`config.mk`:
```
export PLATFORM = sky130hd
export DESIGN_NAME = qmc_v1_keystream_xor_flat
export DESIGN_NICKNAME = d
export VERILOG_FILES = /design/src/hdl/qkx_pkg.sv /design/src/hdl/qkx_if.sv /design/src/hdl/qmc_v1_keystream_xor.sv /design/src/hdl/qkx_ram.sv /design/src/hdl/qkx_divmod.sv /design/src/flat_wrapper.sv
export SDC_FILE = /design/constraint.sdc
export NUM_CORES = 2
export LEC_CHECK = 0
export BUFFER_PORTS_ARGS = -buffer_cell sky130_fd_sc_hd__clkbuf_2
export CORE_AREA = 5 5 589 591
export CTS_CLUSTER_DIAMETER = 200
export CTS_CLUSTER_SIZE = 14
export DETAILED_ROUTE_END_ITERATION = 16
export DIE_AREA = 0 0 594 596
export PLACE_DENSITY = 0.7
export SLEW_MARGIN = 0
export SYNTH_ARGS = -nofsm -noshare
export SYNTH_HDL_FRONTEND = slang
export SYNTH_SLANG_ARGS = --single-unit
```
`constraint.sdc`:
```
create_clock -name clk -period 18.5 [get_ports clk]
set_input_delay 1.85 -clock clk [delete_from_list [all_inputs] [get_ports clk]]
set_output_delay 1.85 -clock clk [all_outputs]
set_load 0.05 [all_outputs]
```
`src/hdl/qkx_pkg.sv`:
```
// Shared widths, codes, defaults and helpers for the keystream XOR block.
package qkx_pkg;

  // Field widths
  localparam int OP_W        = 1;
  localparam int KEY_SLOT_W  = 9;
  localparam int BYTE_W      = 8;
  localparam int KEY_LEN_W   = 10;
  localparam int REM_W       = KEY_LEN_W + 1;

  // Parameter defaults
  localparam int KEY_DEPTH_DEF = 512;
  localparam int PAGE_SIZE_DEF = 32767;

  // Stream offsets
  localparam int OFF_W = 17;
  localparam logic [OFF_W-1:0] OFF_STATIC = 17'd80923;
  localparam logic [OFF_W-1:0] OFF_MAP    = 17'd71214;

  // Shift amount bias for the map-mode shift-or
  localparam logic [2:0] SHIFT_BIAS = 3'd4;

  // Item operation codes
  localparam logic [OP_W-1:0] OP_LOAD = 1'b0;
  localparam logic [OP_W-1:0] OP_DATA = 1'b1;

  // APB register map
  localparam int PADDR_W = 3;
  localparam int PDATA_W = 32;
  localparam logic REG_KEY_LENGTH  = 1'b0;
  localparam logic REG_CIPHER_MODE = 1'b1;

  // Map-mode transform: left shift masked to a byte, OR right shift (not a rotate)
  function automatic logic [BYTE_W-1:0] shift_or(input logic [BYTE_W-1:0] v,
                                                 input logic [2:0] s);
    shift_or = (v << s) | (v >> s);
  endfunction

endpackage

```
`src/hdl/qkx_if.sv`:
```
// Valid/ready channel interfaces for key/data items and decrypted results.
interface qkx_item_if;
  import qkx_pkg::*;
  logic                  valid;
  logic                  ready;
  logic [OP_W-1:0]       op;
  logic [KEY_SLOT_W-1:0] key_slot;
  logic [BYTE_W-1:0]     key_value;
  logic [BYTE_W-1:0]     cipher_byte;

  modport source (output valid, op, key_slot, key_value, cipher_byte, input ready);
  modport sink   (input valid, op, key_slot, key_value, cipher_byte, output ready);
endinterface

interface qkx_result_if;
  import qkx_pkg::*;
  logic              valid;
  logic              ready;
  logic [BYTE_W-1:0] plain_byte;
  logic              no_key_error;

  modport source (output valid, plain_byte, no_key_error, input ready);
  modport sink   (input valid, plain_byte, no_key_error, output ready);
endinterface

```
`src/hdl/qmc_v1_keystream_xor.sv`:
```
// Keystream XOR decryptor: key store loads and per-byte keystream lookup.
// Key load item: taken while idle, the input stays ready, no result.
// Data item: steps through SQUARE, DIVIDE, READ and OUT, where DIVIDE waits on the
//   bit-serial mod unit with dividend width DW; the next item is taken after the result loads.
// No-key data item: goes straight to OUT and gives an error result.
// rst (synchronous) clears position, registers and sequencer; the key store is not cleared.
module qmc_v1_keystream_xor #(
  parameter int KEY_DEPTH = qkx_pkg::KEY_DEPTH_DEF,
  parameter int PAGE_SIZE = qkx_pkg::PAGE_SIZE_DEF
) (
  input  logic                        clk,
  input  logic                        rst,
  qkx_item_if.sink                    item,
  qkx_result_if.source                result,
  input  logic                        psel,
  input  logic                        penable,
  input  logic                        pwrite,
  input  logic [qkx_pkg::PADDR_W-1:0] paddr,
  input  logic [qkx_pkg::PDATA_W-1:0] pwdata,
  output logic [qkx_pkg::PDATA_W-1:0] prdata,
  output logic                        pready
);
  import qkx_pkg::*;

  localparam int AW   = (KEY_DEPTH > 1) ? $clog2(KEY_DEPTH) : 1;
  localparam int PW   = $clog2(PAGE_SIZE + 1);
  localparam int SQ_W = 2 * PW;
  localparam int DW   = ((SQ_W > OFF_W) ? SQ_W : OFF_W) + 1;
  localparam logic [PW-1:0] POS_RESTART = PW'(1 % PAGE_SIZE);

  typedef enum logic [4:0] {
    S_IDLE   = 5'b00001,
    S_SQUARE = 5'b00010,
    S_DIVIDE = 5'b00100,
    S_READ   = 5'b01000,
    S_OUT    = 5'b10000
  } state_t;

  state_t state, state_next;

  logic [KEY_LEN_W-1:0] key_length;
  logic                 cipher_mode;
  logic [PW-1:0]        pos;
  logic                 first_done;
  logic [BYTE_W-1:0]    cipher;
  logic                 err;

  logic [KEY_LEN_W-1:0] n_eff;
  logic [OFF_W-1:0]     offset;
  logic [SQ_W-1:0]      square;
  logic [DW-1:0]        dividend;
  logic                 div_done;
  logic [REM_W-1:0]     key_index;
  logic [BYTE_W-1:0]    key_byte;
  logic [BYTE_W-1:0]    stream;
  logic [PW:0]          pos_inc;
  logic                 item_xfer;
  logic                 out_load;
  logic                 cfg_write;
  logic                 key_we;

  // APB register file
  assign pready    = 1'b1;
  assign cfg_write = psel && penable && pwrite && pready;

  always_ff @(posedge clk) begin
    if (rst) begin
      key_length  <= '0;
      cipher_mode <= 1'b0;
    end else if (cfg_write) begin
      unique case (paddr[2])
        REG_KEY_LENGTH:  key_length  <= pwdata[KEY_LEN_W-1:0];
        REG_CIPHER_MODE: cipher_mode <= pwdata[0];
        default: ;
      endcase
    end
  end

  always_comb begin
    unique case (paddr[2])
      REG_KEY_LENGTH:  prdata = PDATA_W'(key_length);
      REG_CIPHER_MODE: prdata = PDATA_W'(cipher_mode);
      default:         prdata = '0;
    endcase
  end

  // effective key length, clamped to the store depth
  assign n_eff  = (32'(key_length) > KEY_DEPTH) ? KEY_LEN_W'(KEY_DEPTH) : key_length;
  assign offset = cipher_mode ? OFF_MAP : OFF_STATIC;

  // square of the stream position plus offset feeds the mod unit
  assign square   = SQ_W'(pos) * SQ_W'(pos);
  assign dividend = DW'(square) + DW'(offset);

  qkx_divmod #(.DW(DW)) u_divmod (
    .clk      (clk),
    .rst      (rst),
    .start    (state == S_SQUARE),
    .dividend (dividend),
    .divisor  (n_eff),
    .done     (div_done),
    .remainder(key_index)
  );

  // key store
  assign item_xfer = item.valid && item.ready;
  assign key_we    = item_xfer && (item.op == OP_LOAD) && (32'(item.key_slot) < KEY_DEPTH);

  qkx_ram #(.WIDTH(BYTE_W), .DEPTH(KEY_DEPTH)) u_key_store (
    .clk  (clk),
    .we   (key_we),
    .waddr(AW'(item.key_slot)),
    .wdata(item.key_value),
    .re   (state == S_READ),
    .raddr(AW'(key_index)),
    .rdata(key_byte)
  );

  // keystream byte, with the map-mode shift-or
  assign stream = cipher_mode ? shift_or(key_byte, key_index[2:0] + SHIFT_BIAS) : key_byte;

  // sequencer
  assign item.ready = (state == S_IDLE);
  assign out_load   = (state == S_OUT) && (!result.valid || result.ready);

  always_comb begin
    state_next = state;
    unique case (state)
      S_IDLE: begin
        if (item_xfer && (item.op == OP_DATA)) begin
          state_next = (n_eff == '0) ? S_OUT : S_SQUARE;
        end
      end
      S_SQUARE: state_next = S_DIVIDE;
      S_DIVIDE: begin
        if (div_done) begin
          state_next = S_READ;
        end
      end
      S_READ: state_next = S_OUT;
      S_OUT: begin
        if (out_load) begin
          state_next = S_IDLE;
        end
      end
      default: state_next = S_IDLE;
    endcase
  end

  always_ff @(posedge clk) begin
    if (rst) begin
      state <= S_IDLE;
    end else begin
      state <= state_next;
    end
  end

  // item capture
  always_ff @(posedge clk) begin
    if (item_xfer && (item.op == OP_DATA)) begin
      cipher <= item.cipher_byte;
      err    <= (n_eff == '0);
    end
  end

  // stream position: first page runs 0..PAGE_SIZE, then cycles mod PAGE_SIZE
  assign pos_inc = {1'b0, pos} + 1'b1;

  always_ff @(posedge clk) begin
    if (rst) begin
      pos        <= '0;
      first_done <= 1'b0;
    end else if (out_load && !err) begin
      if (!first_done) begin
        if ({1'b0, pos} >= (PW+1)'(PAGE_SIZE)) begin
          first_done <= 1'b1;
          pos        <= POS_RESTART;
        end else begin
          pos <= pos_inc[PW-1:0];
        end
      end else begin
        pos <= (pos_inc >= (PW+1)'(PAGE_SIZE)) ? '0 : pos_inc[PW-1:0];
      end
    end
  end

  // output register
  always_ff @(posedge clk) begin
    if (rst) begin
      result.valid <= 1'b0;
    end else if (out_load) begin
      result.valid <= 1'b1;
    end else if (result.ready) begin
      result.valid <= 1'b0;
    end
  end

  always_ff @(posedge clk) begin
    if (out_load) begin
      result.plain_byte   <= err ? '0 : (cipher ^ stream);
      result.no_key_error <= err;
    end
  end

endmodule

```
`src/hdl/qkx_ram.sv`:
```
// Generic single-write, single-read RAM with registered read data.
module qkx_ram #(
  parameter int WIDTH = 8,
  parameter int DEPTH = 512,
  localparam int AW = (DEPTH > 1) ? $clog2(DEPTH) : 1
) (
  input  logic             clk,
  input  logic             we,
  input  logic [AW-1:0]    waddr,
  input  logic [WIDTH-1:0] wdata,
  input  logic             re,
  input  logic [AW-1:0]    raddr,
  output logic [WIDTH-1:0] rdata
);

  logic [WIDTH-1:0] mem [DEPTH];

  // write port
  always_ff @(posedge clk) begin
    if (we) begin
      mem[waddr] <= wdata;
    end
  end

  // registered read port, holds when not enabled
  always_ff @(posedge clk) begin
    if (re) begin
      rdata <= mem[raddr];
    end
  end

endmodule

```
`src/hdl/qkx_divmod.sv`:
```
// Bit-serial restoring remainder unit: dividend mod divisor, one bit per cycle.
module qkx_divmod #(
  parameter int DW = 31
) (
  input  logic                          clk,
  input  logic                          rst,
  input  logic                          start,
  input  logic [DW-1:0]                 dividend,
  input  logic [qkx_pkg::KEY_LEN_W-1:0] divisor,
  output logic                          done,
  output logic [qkx_pkg::REM_W-1:0]     remainder
);
  import qkx_pkg::*;

  localparam int CW = $clog2(DW + 1);

  logic [DW-1:0]    shift;
  logic [CW-1:0]    count;
  logic             busy;
  logic [REM_W-1:0] trial;
  logic [REM_W-1:0] rem_next;

  // one trial subtract per cycle
  assign trial = {remainder[REM_W-2:0], shift[DW-1]};
  assign rem_next = (trial >= {1'b0, divisor}) ? trial - {1'b0, divisor} : trial;

  // control
  always_ff @(posedge clk) begin
    if (rst) begin
      busy  <= 1'b0;
      done  <= 1'b0;
      count <= '0;
    end else begin
      done <= 1'b0;
      if (start) begin
        busy  <= 1'b1;
        count <= CW'(DW);
      end else if (busy) begin
        count <= count - 1'b1;
        if (count == CW'(1)) begin
          busy <= 1'b0;
          done <= 1'b1;
        end
      end
    end
  end

  // datapath
  always_ff @(posedge clk) begin
    if (start) begin
      shift     <= dividend;
      remainder <= '0;
    end else if (busy) begin
      shift     <= shift << 1;
      remainder <= rem_next;
    end
  end

endmodule

```
`src/flat_wrapper.sv`:
```
// flat-port wrapper written by rule: the top's interface ports become plain ports
module qmc_v1_keystream_xor_flat import qkx_pkg::*;
#(
  parameter int KEY_DEPTH = qkx_pkg::KEY_DEPTH_DEF,
  parameter int PAGE_SIZE = qkx_pkg::PAGE_SIZE_DEF
)
  (clk, rst, psel, penable, pwrite, paddr, pwdata, prdata, pready, item_valid, item_op, item_key_slot, item_key_value, item_cipher_byte, item_ready, result_valid, result_plain_byte, result_no_key_error, result_ready);
  qkx_item_if item_i ();
  qkx_result_if result_i ();
  input  logic clk;
  input  logic rst;
  input  logic psel;
  input  logic penable;
  input  logic pwrite;
  input  logic [qkx_pkg::PADDR_W-1:0] paddr;
  input  logic [qkx_pkg::PDATA_W-1:0] pwdata;
  output logic [qkx_pkg::PDATA_W-1:0] prdata;
  output logic pready;
  input wire logic [$bits(item_i.valid)-1:0] item_valid;
  input wire logic [$bits(item_i.op)-1:0] item_op;
  input wire logic [$bits(item_i.key_slot)-1:0] item_key_slot;
  input wire logic [$bits(item_i.key_value)-1:0] item_key_value;
  input wire logic [$bits(item_i.cipher_byte)-1:0] item_cipher_byte;
  output wire logic [$bits(item_i.ready)-1:0] item_ready;
  output wire logic [$bits(result_i.valid)-1:0] result_valid;
  output wire logic [$bits(result_i.plain_byte)-1:0] result_plain_byte;
  output wire logic [$bits(result_i.no_key_error)-1:0] result_no_key_error;
  input wire logic [$bits(result_i.ready)-1:0] result_ready;
  assign item_i.valid = item_valid;
  assign item_i.op = item_op;
  assign item_i.key_slot = item_key_slot;
  assign item_i.key_value = item_key_value;
  assign item_i.cipher_byte = item_cipher_byte;
  assign item_ready = item_i.ready;
  assign result_valid = result_i.valid;
  assign result_plain_byte = result_i.plain_byte;
  assign result_no_key_error = result_i.no_key_error;
  assign result_i.ready = result_ready;
  qmc_v1_keystream_xor #(.KEY_DEPTH(KEY_DEPTH), .PAGE_SIZE(PAGE_SIZE)) u_core (.clk(clk), .rst(rst), .item(item_i), .result(result_i), .psel(psel), .penable(penable), .pwrite(pwrite), .paddr(paddr), .pwdata(pwdata), .prdata(prdata), .pready(pready));
endmodule
```
Yosys cells after proc, flatten, opt, wreduce, memory -nomap -nowiden --
Memories as Yosys holds them, arrays and structs flattened. A register that Yosys moved wholly into a read port is not among the register bits. Cells that the tools add are included.
Cells by class: bitwise gates (word level) 5, add/sub/neg operators 5, multipliers 1, multiplexer cells 27, equal/unequal tests 9, magnitude comparators 4, shift-type cells 2, reductions and logical operators 17
Operators by type and width (count):
- case mux 32 bit (2 select lines) | 1
- 2-to-1 mux 31 bit | 2
- 2-to-1 mux 15 bit | 3
- adder 30 x 17 -> 31 bit | 1
- multiplier 15 x 15 -> 30 bit | 1
- 2-to-1 mux 5 bit | 6
- case mux 5 bit (5 select lines) | 1
- 2-to-1 mux 10 bit | 2
- adder 15 x 1 -> 16 bit, second input constant | 1
- >= comparator 16 x 15 -> 1 bit, second input constant | 1
- >= comparator 15 bit, second input constant | 1
- 2-to-1 mux 14 bit | 1
- >= comparator 11 x 10 -> 1 bit | 1
- == test 5 x 1 -> 1 bit, second input constant | 2
- greater-than comparator 10 bit, second input constant | 1
- logical NOT 10 bit | 1
- 2-to-1 mux 1 bit | 10
- subtractor 10 bit | 1
- 2-to-1 mux 8 bit | 1
- bitwise OR 8 bit | 1
- << shifter 8 x 3 -> 8 bit | 1
- >> shifter 8 x 3 -> 8 bit | 1
- bitwise XOR 8 bit | 1
- logical AND 1 bit | 7
- other kinds (15) | 21
Word-level totals: input port bits 68, bits in writable memories 4096, logic and storage cells 86, output and inout bits 44, memories 1, register bits after elaboration 99
Memory list:
- u_core.u_key_store.mem | words 512, bits a word 8, read ports 1, clocked after memory_dff 1, wr ports 1, RTL line qkx_ram.sv:16 | logic [WIDTH-1:0] mem [DEPTH];

Logic depth before layout (Yosys ltp) --
depth after elaboration 6, depth in mapped cells 26, mapped depth without buffers 24

By module --
A second synthesis with hierarchy kept.
Unflattened totals: cells, all modules 9447, area, all modules 172646.8 sq um
By module, submodules not included:
- qkx_ram | area an instance 160007.2 sq um, cells each 8030, times used 1, sequential area each 123238.2 sq um
- qmc_v1_keystream_xor | area an instance 9982.1 sq um, cells each 1181, times used 1, sequential area each 1201.2 sq um
- qkx_divmod | area an instance 2657.5 sq um, cells each 236, times used 1, sequential area each 1291.2 sq um

Worst setup path after synthesis --
OpenSTA, ideal clock, no wires.
path type register to register, start reg u_core.pos[12], end reg u_core.u_divmod.shift[27], data pin, data required time 18.239 ns, library setup time 0.261 ns, data arrival time 5.967 ns, buffers on the path 2, cell stages (with the launch flop) 22, setup slack 12.273 ns, period minus slack after synthesis 6.227 ns, path through dfxtp_1 > clkbuf_1 > clkbuf_1 > nand2_1 > fa_1 > fa_1 > inv_1 > fa_1 > fa_1 > fa_1 > inv_1 > fa_1 > inv_1 > ha_1 > a211oi_1 > nand4b_1 > a31oi_1 > nor4_1 > o41a_1 > nand3_1 > a21oi_1 > o32a_1
Between the ends: cells in the longest elaborated chain, start to end 3
RTL lines:
- start, declared | RTL line qmc_v1_keystream_xor.sv:43 | logic [PW-1:0] pos;
- start signal, assigned | RTL line qmc_v1_keystream_xor.sv:179 | pos <= pos_inc[PW-1:0];
- start signal, assigned | RTL line qmc_v1_keystream_xor.sv:182 | pos <= (pos_inc >= (PW+1)'(PAGE_SIZE)) ? '0 : pos_inc[PW-1:0];
- multiplier 15 x 15 -> 30 bit | RTL line qmc_v1_keystream_xor.sv:92 | assign square = SQ_W'(pos) * SQ_W'(pos);
- adder 30 x 17 -> 31 bit | RTL line qmc_v1_keystream_xor.sv:93 | assign dividend = DW'(square) + DW'(offset);
- 2-to-1 mux 31 bit | RTL line qkx_divmod.sv:50 | if (start) begin
- end signal, assigned | RTL line qkx_divmod.sv:51 | shift <= dividend;
- end signal, assigned | RTL line qkx_divmod.sv:54 | shift <= shift << 1;
- end, declared | RTL line qkx_divmod.sv:17 | logic [DW-1:0] shift;
Every way passes these cells. A chain may end at the register's enable or synchronous reset.

Final worst setup path --
start reg u_core.pos[10], end reg u_core.u_divmod.shift[30], data pin
The elaborated chain is that of the path after synthesis.

==> impl_metrics.toml <==
[sta]
fmax_ghz = 0.141
finalHoldViolCount = 0
fin_crit_ps = 7070
clock_skew_ps = 62.6
worst_slack_ps = 11430
rsz0062_at_grt = "false"
worst_hold_slack_ps = 485
slew-limit-headroom_pct = 11.1
fin_crit_sh_pct = 38.2
worst_slew_pin_slew_ps = 1330
final.setup.tns_ps = 0
setup_viol = 0
slew_viol_final = 0

[power]
vdd_drop_max_mv = 0.114
power.density_nw_per_um2 = 133
total_power_mw = 24.5
leakage_nw = 57.3

[die]
start_util_pct = 49.7
row_count = 215
die_x_um = 594
dieArea_um2 = 354000
die_y_um = 596
num_io_pins = 112
core_area_um2 = 341000

[hold_path]
hold_class = "flop to flop"

[clocking]
cts_setup_buffers = 0
htreeDepth = 5
cts_resized = 0
cts_tree = "done"
clk_latency_ps = 950
clk_pin_slew_ps = 70
root_buffer = "clkbuf_16"
cts_buffer_depth = 4
clock-sinks = 4203
hold_buffers = 0
cts_buffers = 338

[global_routing]
grt_overflow_total = 0
grt_usage_pct = 21.5
grt_start_max_net_pins = 188
grt_pass1_wl_mm = 564
antenna_found_initial = 18
grt_pass1_vias = 81300

[synth]
synth.avg_cell_area_um2 = 21.2
synthArstFlopShare_pct = 0
synth_cell_types = 78
synth_edf_count = 4153
synth_area_um2 = 170000
synth_ff_type = "edfxtp_1"
ys_seq_elements = 4203
ys_seq_area_share_pct = 74.0
synthCells = 8002
ys_warn_count = 0

[route]
wl_mm = 383
drc = 0
vias = 80100
routedWlPerCell_um = 30.2
antenna_left = 0
first_iter_violations = 10900
vias_per_cell = 6.32
dr.pass1.iters = 6

[finish]
nets = 8395
final_common_cell = "edfxtp_1"
area_growth_pct = 8.51
drive_gt1_share_pct = 23.4
fill_cells = 25100
final_cell_mix = "edfxtp_1, mux4_2, nor2_1"
regArea_um2 = 126000
multi_input_area_um2 = 41300

[setup_path]
worstPathRequired_ps = 19120
critPathMaxStageDelay_ps = 780
timing.critical_path.buf_inv = 5
cp_cell_sequence = "clkinv_1, nor2_1, inv_1, fa_1, inv_1, fa_1, fa_1, fa_1, fa_1, inv_1, fa_1, inv_1, ha_1, nand2_1, nor2_1, a211o_1, a21o_1, a21o_1, a2111oi_0, o211ai_1, xnor2_1, o21ai_0"
critPathMaxFanout = 16
cp-start-kind = "flop"
slowest_stage = "dfxtp_1"
path_common_cell = "fa_1"
critPathCaptureType = "flop"
cp.arrival_ps = 7690
path_class = "flop to flop"
path_delay_family = "adder cells"

[place]
dp_hpwl_mm = 225
preCtsSetupSlack_ps = 11450
io_buffers = 64
place_congestion = 0.818

[status]
run_status = "completed"

[job]
maxCapViolCount = 0
-- metrics by stage --
step	instances	utilization (%)	instance area (um^2)
floorplan	8023	-	170000
global placement	12300	51.3	175000
detailed placement	12300	51.3	175000
CTS	12700	54.0	184000
global route	12700	54.0	184000
finish	12700	54.0	184000
-- registers in the layout, indices dropped and copies added, names as in the netlist, 5 cells and up --
register and cells:
u_core.u_divmod.count 5, u_core.state 5, u_core.u_key_store.mem 4096, u_core.cipher 8, u_core.u_divmod.remainder 10, u_core.result.plain_byte 8, u_core.u_divmod.shift 31, u_core.key_length 10
u_core.u_key_store.rdata 8, u_core.pos 15
-- power breakdown --
part,internal (mW),switching [mW],total [mW],leakage [nW]
logic,3.35,3.94,7.29,15.2
registers,10.5,0.152,10.7,37.7
clock network,3.30,3.21,6.51,4.44
total,17.2,7.30,24.5,57.3
-- area by class of cell --
type                            instances  share of cell area (%)
Multi-Input combinational cell       3084                    22.4
Clock buffer                          358                    4.64
Timing Repair Buffer                  193                   0.811
Inverter                              243                   0.495
Tap cell                             4557                    3.09
Antenna cell                            7                 0.00951
Sequential cell                      4203                    68.2
Clock inverter                         27                   0.313
-- routing by layer --
| layer | GRT usage [%] | share of wire (%) | up-vias |
|---|---|---|---|
| met5 | 0 | 0.0070 | - |
| met4 | 5.69 | 2.7 | 4 |
| met3 | 3.60 | 9.0 | 562 |
| met2 | 34.0 | 48 | 3932 |
| met1 | 31.5 | 40 | 42900 |
| li1 | - | - | 32700 |
-- worst reg2reg max path, delay by kind of cell (launching register included) --
family | cells | cell delay, ps
compound gates | 6 | 1360
xor+xnor | 1 | 240
fa+ha+maj | 7 | 3210
buf+inv | 5 | 780
flops | 1 | 780
simple gates | 3 | 440
-- path summary, 6_finish.rpt --
| kind | from | endpoint | slack [ps] | cells past startpoint |
|---|---|---|---|---|
| hold / removal | u_core.u_divmod.remainder[9] | u_core.u_divmod.remainder[9] | 480 | 2 |
| hold reg to reg | u_core.u_divmod.remainder[9] | u_core.u_divmod.remainder[9] | 480 | 2 |
| setup reg to reg | u_core.pos[10] | u_core.u_divmod.shift[30] | 11430 | 22 |
| setup / recovery | u_core.pos[10] | u_core.u_divmod.shift[30] | 11430 | 22 |
-- kinds of logic after synthesis --
logic type / after synthesis / synth area share (%)
buffers and inverters: 736 / 1.81
AND/OR/NAND/NOR: 1023 / 2.56
AO/OA/AOI/OAI: 421 / 1.64
other: 2 / 0.00442
multiplexers: 1303 / 17.1
adder cells (fa/ha/maj): 264 / 2.58
flip-flops: 4203 / 74.0
XOR/XNOR: 50 / 0.258
-- synth_stat cells, types with 5 or more instances --
cell	instances	share of area, %
buf_2	119	0.35
o211ai_1	6	0.027
nand4_1	8	0.029
or4_1	10	0.044
a31oi_1	14	0.052
nor4b_1	7	0.036
nor2_1	607	1.3
nor3b_1	6	0.027
xor2_1	25	0.13
a211oi_1	8	0.035
o21ai_0	75	0.22
inv_1	235	0.52
o22ai_1	11	0.041
edfxtp_1	4153	73
a22oi_1	82	0.36
buf_6	5	0.033
or3_1	5	0.018
nand2_1	216	0.48
a21o_1	22	0.097
nor3_1	37	0.11
a22o_1	40	0.21
mux2_2	7	0.046
and2_1	26	0.096
or2_2	5	0.018
nand3_1	28	0.083
ha_1	120	0.88
nor2b_1	27	0.099
fa_1	144	1.7
dfxtp_1	50	0.59
nor4_1	9	0.033
buf_1	33	0.073
mux4_2	1280	17
a221oi_1	11	0.057
a21oi_1	104	0.31
buf_4	35	0.15
nand2b_1	9	0.033
clkinv_1	5	0.011
clkbuf_1	301	0.67
xnor2_1	25	0.13
mux2i_1	16	0.094
a311o_1	5	0.029
o21ai_1	8	0.024
Note: power is estimated with default switching activity, not from simulation.
